[src/rtl/bwvp_divider.sv]
// Restoring unsigned divider, one quotient bit per cycle.
// Used for the position remainder, the slice index and the weighted mean.
// Depends on nothing.
module bwvp_divider #(
   parameter int WIDTH = 64
) (
   input  logic             clock,
   input  logic             reset,
   input  logic             start,
   input  logic [WIDTH-1:0] dividend,
   input  logic [WIDTH-1:0] divisor,
   output logic             done,
   output logic [WIDTH-1:0] quotient,
   output logic [WIDTH-1:0] remainder
);
   localparam int CW = $clog2(WIDTH + 1);

   logic [WIDTH-1:0] quo_ff, quo_in, rem_ff, rem_in, den_ff;
   logic [CW-1:0]    cnt_ff, cnt_in;
   logic             busy_ff, busy_in, done_ff, done_in;
   logic [WIDTH:0]   trial;

   always_comb begin
      quo_in  = quo_ff;
      rem_in  = rem_ff;
      cnt_in  = cnt_ff;
      busy_in = busy_ff;
      done_in = 1'b0;
      trial   = {rem_ff, quo_ff[WIDTH-1]} - {1'b0, den_ff};
      if (start) begin
         quo_in  = dividend;
         rem_in  = '0;
         cnt_in  = CW'(WIDTH);
         busy_in = 1'b1;
      end else if (busy_ff) begin
         if (!trial[WIDTH]) begin
            rem_in = trial[WIDTH-1:0];
            quo_in = {quo_ff[WIDTH-2:0], 1'b1};
         end else begin
            rem_in = {rem_ff[WIDTH-2:0], quo_ff[WIDTH-1]};
            quo_in = {quo_ff[WIDTH-2:0], 1'b0};
         end
         cnt_in = cnt_ff - 1'b1;
         if (cnt_ff == CW'(1)) begin
            busy_in = 1'b0;
            done_in = 1'b1;
         end
      end
   end

   always_ff @(posedge clock) begin
      if (reset) begin
         busy_ff <= 1'b0;
         done_ff <= 1'b0;
         cnt_ff  <= '0;
      end else begin
         busy_ff <= busy_in;
         done_ff <= done_in;
         cnt_ff  <= cnt_in;
      end
      quo_ff <= quo_in;
      rem_ff <= rem_in;
      if (start) den_ff <= divisor;
   end

   assign done      = done_ff;
   assign quotient  = quo_ff;
   assign remainder = rem_ff;
endmodule

[config.mk]
export PLATFORM = sky130hd
export DESIGN_NAME = bwvp_divider
export DESIGN_NICKNAME = d
export VERILOG_FILES = /design/src/rtl/bwvp_divider.sv
export SDC_FILE = /design/constraint.sdc
export NUM_CORES = 1
export LEC_CHECK = 0
export BUFFER_PORTS_ARGS = -buffer_cell sky130_fd_sc_hd__clkbuf_2
export CAP_MARGIN = 25
export CORE_MARGIN = 3
export CORE_UTILIZATION = 50
export CTS_CLUSTER_SIZE = 25
export DETAILED_ROUTE_END_ITERATION = 6
export GPL_TIMING_DRIVEN = 0
export PLACE_DENSITY = 0.86
export RECOVER_POWER = 25
export SYNTH_ARGS = -nofsm -noshare
export SYNTH_HDL_FRONTEND = slang
export SYNTH_SLANG_ARGS = --single-unit
[constraint.sdc]
create_clock -name clock -period 3.02 [get_ports clock]
set_clock_uncertainty 0.2 [all_clocks]
set_input_delay 0.604 -clock clock [delete_from_list [all_inputs] [get_ports clock]]
set_output_delay 0.604 -clock clock [all_outputs]
set_load 0.02 [all_outputs]
-- Yosys cells after proc, flatten, opt, wreduce, memory -nomap -nowiden
Index checks and enable logic that the tools add are counted.
- add/subtract/negate cells: 2
- eq/ne operators: 1
- multiplexer cells: 10
- bitwise operators: 1
- reductions and logical operators: 3
- operator list (kind ; number):
    2-to-1 mux 64 bit ; 3
    subtractor 65 x 64 -> 65 bit ; 1
    2-to-1 mux 7 bit ; 2
    equality test 7 x 1 -> 1 bit, second input constant ; 1
    subtractor 7 x 1 -> 7 bit, second input constant ; 1
    2-to-1 mux 1 bit ; 5
    OR reduction 3 bit ; 1
    nonzero test 2 bit ; 1
    OR reduction 2 bit ; 1
    inverter 1 bit ; 1
- bits in registers: 201
- bits of input ports: 131
- output and inout port bits: 129
- word-level logic and storage cells: 24

-- Logic depth before layout (Yosys ltp)
- depth after elaboration: 4
- mapped depth: 15
- mapped depth without buffers: 13

-- Least setup slack after synthesis
OpenSTA, ideal clock, no wires.
- path type: register -> register
- start point: register quo_ff[63] (netlist: quotient[63])
- end point: register rem_ff[62] (netlist: remainder[62])
- setup time: 0.091 ns
- data arrival time: 3.058 ns
- data required time: 2.729 ns
- slack: -0.329 ns
- stages on the path, launching flop included: 16
- buffers on the path: 2
- period minus slack after synthesis: 3.349 ns
- path through: edfxtp_1 inv_1 ha_1 fa_1 nor2b_1 o31ai_1 a31oi_1 a31o_2 o21ai_4 o2111ai_2 a21o_2 and2_4 buf_8 buf_12 o2111ai_1 a311oi_1
- cells in the longest elaborated chain, start to end: 2
- ends and longest elaborated chain (what ; RTL line ; text):
    start, declared ; 18 ; logic [WIDTH-1:0] quo_ff, quo_in, rem_ff, rem_in, den_ff;
    start signal, assigned ; 61 ; quo_ff <= quo_in;
    subtractor 65 x 64 -> 65 bit ; 29 ; trial = {rem_ff, quo_ff[WIDTH-1]} - {1'b0, den_ff};
    2-to-1 mux 64 bit ; 36 ; if (!trial[WIDTH]) begin
    end signal, assigned ; 62 ; rem_ff <= rem_in;
    end, declared ; 18 ;
No other way between the ends.
A chain may end at the register's enable or synchronous reset.

-- Worst setup path after layout
- start point: register quo_ff[63] (netlist: quotient[63])
- end point: register rem_ff[16] (netlist: remainder[16])
Same word-level chain as after synthesis.

==> results.json <==
{
  "clk_latency_ns": 0.53,
  "drt-pass1-iter-count": 7,
  "die_area_um2": 25900,
  "maxCapViolCount": 0,
  "drt-total-wl_mm": 37.91,
  "antenna_found_initial": 3,
  "hold_viol_final": 0,
  "area_growth_pct": 33.00,
  "coreArea_um2": 23540,
  "path_clk_slew_ns": 0.06,
  "synth.avg_cell_area_um2": 10.09,
  "setup_violations": 65,
  "outcome": "finished with violations",
  "layout.nets": 1710,
  "wl_per_cell_um": 20.47,
  "final_cell_mix": "254 x clkbuf_2, 128 x edfxtp_1, 107 x nor2_1, 89 x inv_1, 67 x dfxtp_1",
  "cts_sinks": 201,
  "violations": "setup timing",
  "fillers": 1818,
  "finalCriticalPeriod_ns": 3.360,
  "die_h_um": 160.9,
  "htree_levels": 1,
  "io_buffer_count": 259,
  "end_kind": "register",
  "ys_ff_latch": 201,
  "power_density_nw_per_um2": 580.0,
  "slew_headroom_pct": 45.98,
  "rsz0062_at_grt": "true",
  "ios": 260,
  "grt.total_usage_pct": 26.82,
  "vias_per_cell": 5.804,
  "min_path_cells": 1,
  "cts-root-buf": "clkbuf_16",
  "first_iter_violations": 730,
  "drc_errors": 0,
  "tightest_slew_ns": 0.8103,
  "whs_ns": 0.04799,
  "gr-total-overflow": 0,
  "multi_input_area_um2": 6964,
  "synth_edf_count": 128,
  "cp.required_ns": 3.24,
  "final_common_cell": "clkbuf_2",
  "die_w_um": 160.9,
  "synth_nets": 1388,
  "grt_first_pass_wirelength_mm": 55.92,
  "cts_made_buffers": 24,
  "syn_inst": 1190,
  "netlist_area_um2": 12000,
  "clk_path_buf_depth": 3,
  "grt_start_max_net_pins": 39,
  "async_reset_ff_share_pct": 0,
  "slew_violations": 0,
  "worstPathMaxFanout": 5,
  "vias": 10750,
  "row_count": 56,
  "grt_pass1_vias": 10360,
  "fmax_mhz": 297.6,
  "r2r_cells": 14,
  "crit_type": "reg2reg",
  "ys_types": 73,
  "post-route-util_pct": 67.81,
  "seq_area_um2": 5313,
  "leakage_nw": 6.776,
  "cp.arrival_ns": 3.58,
  "drtAntennaViolNets": 0,
  "place_congestion": 0.9214,
  "cts_tree": "yes",
  "setup_ws_ns": -0.3401,
  "ir_drop_v": 0.0005208,
  "synth_ff_type": "edfxtp_1",
  "finalCritPeriodShare_pct": 111.3,
  "hp-class": "in2reg",
  "hpwl_mm": 26.57,
  "seq_area_frac_synth_pct": 44.19,
  "yosys_warnings": 0,
  "crit_path_start_kind": "register",
  "start_util_pct": 50.99,
  "drive_above_1_share_pct": 37.52
}
-- sequential cells by signal, indices dropped and copies added, names as in the netlist --
signal and flops:
cnt_ff 7, quotient 64, den_ff 64, busy_ff 1
remainder 64, done 1
-- cells by family (layout without fill, tap and decap cells) --
kind of cell	count (synthesis)	in the layout	synth area share, %
DFF	201	201	44.19
adders and majority gates	67	67	7.046
xor gates and xnor gates	62	62	4.524
muxes	114	114	10.16
AOI/OAI and AO/OA	300	300	17.18
other	0	3	0
and+or+nand+nor	293	295	11.33
buffers and inverters	153	491	5.566
-- layout make-up --
| class | instances | share of cell area [%] |
|---|---|---|
| inverter | 92 | 2.163 |
| multi-input combinational | 838 | 43.62 |
| antenna | 3 | 0.04702 |
| clock inverter | 10 | 0.7288 |
| timing repair buffer | 305 | 11.12 |
| clock buffer | 34 | 4.506 |
| sequential | 201 | 33.28 |
| buffer | 50 | 2.038 |
| tap | 319 | 2.500 |
-- metal layers --
layer | share of wire [%] | global-route usage [%] | vias up
met5 | 0 | 0 | -
met4 | 4.7 | 9.464 | 0
met3 | 8.4 | 5.778 | 112
met2 | 49 | 46.57 | 561
met1 | 38 | 33.05 | 5063
li1 | - | - | 5013
-- worst max-delay path, cell delays in order, from the launching register on --
cell and delay [ns]:
edfxtp_1 0.38, inv_1 0.07, ha_2 0.18, fa_2 0.24, nor2b_4 0.06, o31ai_4 0.24
a31oi_4 0.14, a31o_4 0.28, o21ai_4 0.22, o2111ai_4 0.16, a21o_4 0.27, and2_4 0.21
clkbuf_16 0.18, mux2i_2 0.15, a211oi_1 0.24
-- power breakdown --
group          total (mW)  switching (mW)  internal [mW]
combinational        2.86            1.66           1.20
clock                2.99            1.16           1.83
sequential           3.41           0.197           3.21
total                9.26            3.02           6.24
-- through the flow --
step	total power [mW]	std cells	area [µm²]	setup WS, ns	TNS, ns
2_1_floorplan	5.066	1190	12030	-0.3059	-17.75
3_3_place_gp	5.705	1768	13720	-2.036	-217.76
3_5_place_dp	5.763	1770	13770	-0.9889	-56.23
4_1_cts	8.938	1831	15140	-0.3277	-17.95
5_1_grt	9.676	1851	15960	-0.5009	-23.31
6_report	9.260	1852	15970	-0.3401	-14.28
-- repair_timing --
action / in CTS / in global routing
gates cloned: 2 / 6
setup buffers: 17 / 22
endpoints found under the setup margin: 65 / 65
gates resized for setup: 74 / 143
pin swaps: 50 / 68
hold buffers: 0 / 0
-- synth_stat cells (7+ instances only) --
| cell | n | area, µm² |
|---|---|---|
| o21bai_1 | 14 | 105.1 |
| o21a_1 | 15 | 112.6 |
| edfxtp_1 | 128 | 3844 |
| inv_1 | 91 | 341.6 |
| mux2i_1 | 51 | 510.5 |
| nand3_1 | 18 | 90.09 |
| a211oi_1 | 61 | 457.9 |
| nand4_1 | 21 | 131.4 |
| clkbuf_1 | 42 | 157.7 |
| xor2_1 | 23 | 201.4 |
| a21oi_1 | 75 | 375.4 |
| xnor2_1 | 39 | 341.6 |
| a31oi_1 | 7 | 43.79 |
| and3_1 | 12 | 75.07 |
| nor3_1 | 20 | 100.1 |
| dfxtp_1 | 73 | 1461 |
| nor2_1 | 112 | 420.4 |
| o21ai_0 | 36 | 180.2 |
| ha_1 | 66 | 825.8 |
| buf_2 | 10 | 50.05 |
| a21o_1 | 27 | 202.7 |
| o31ai_1 | 9 | 67.56 |
| nand2_1 | 72 | 270.3 |
| mux2_2 | 63 | 709.4 |
-- path summary, 6_finish.rpt --
path                           from                         end  slack [ns]
max          quotient[63]$_DFFE_PP_  remainder[16]$_SDFFE_PP0P_       -0.34
min                      divisor[8]         den_ff[8]$_DFFE_PP_        0.05
max reg2reg  quotient[63]$_DFFE_PP_  remainder[16]$_SDFFE_PP0P_       -0.34
min reg2reg  cnt_ff[1]$_SDFFE_PP0P_      cnt_ff[1]$_SDFFE_PP0P_        0.32
No activity file was read; power rests on OpenSTA's default activity.
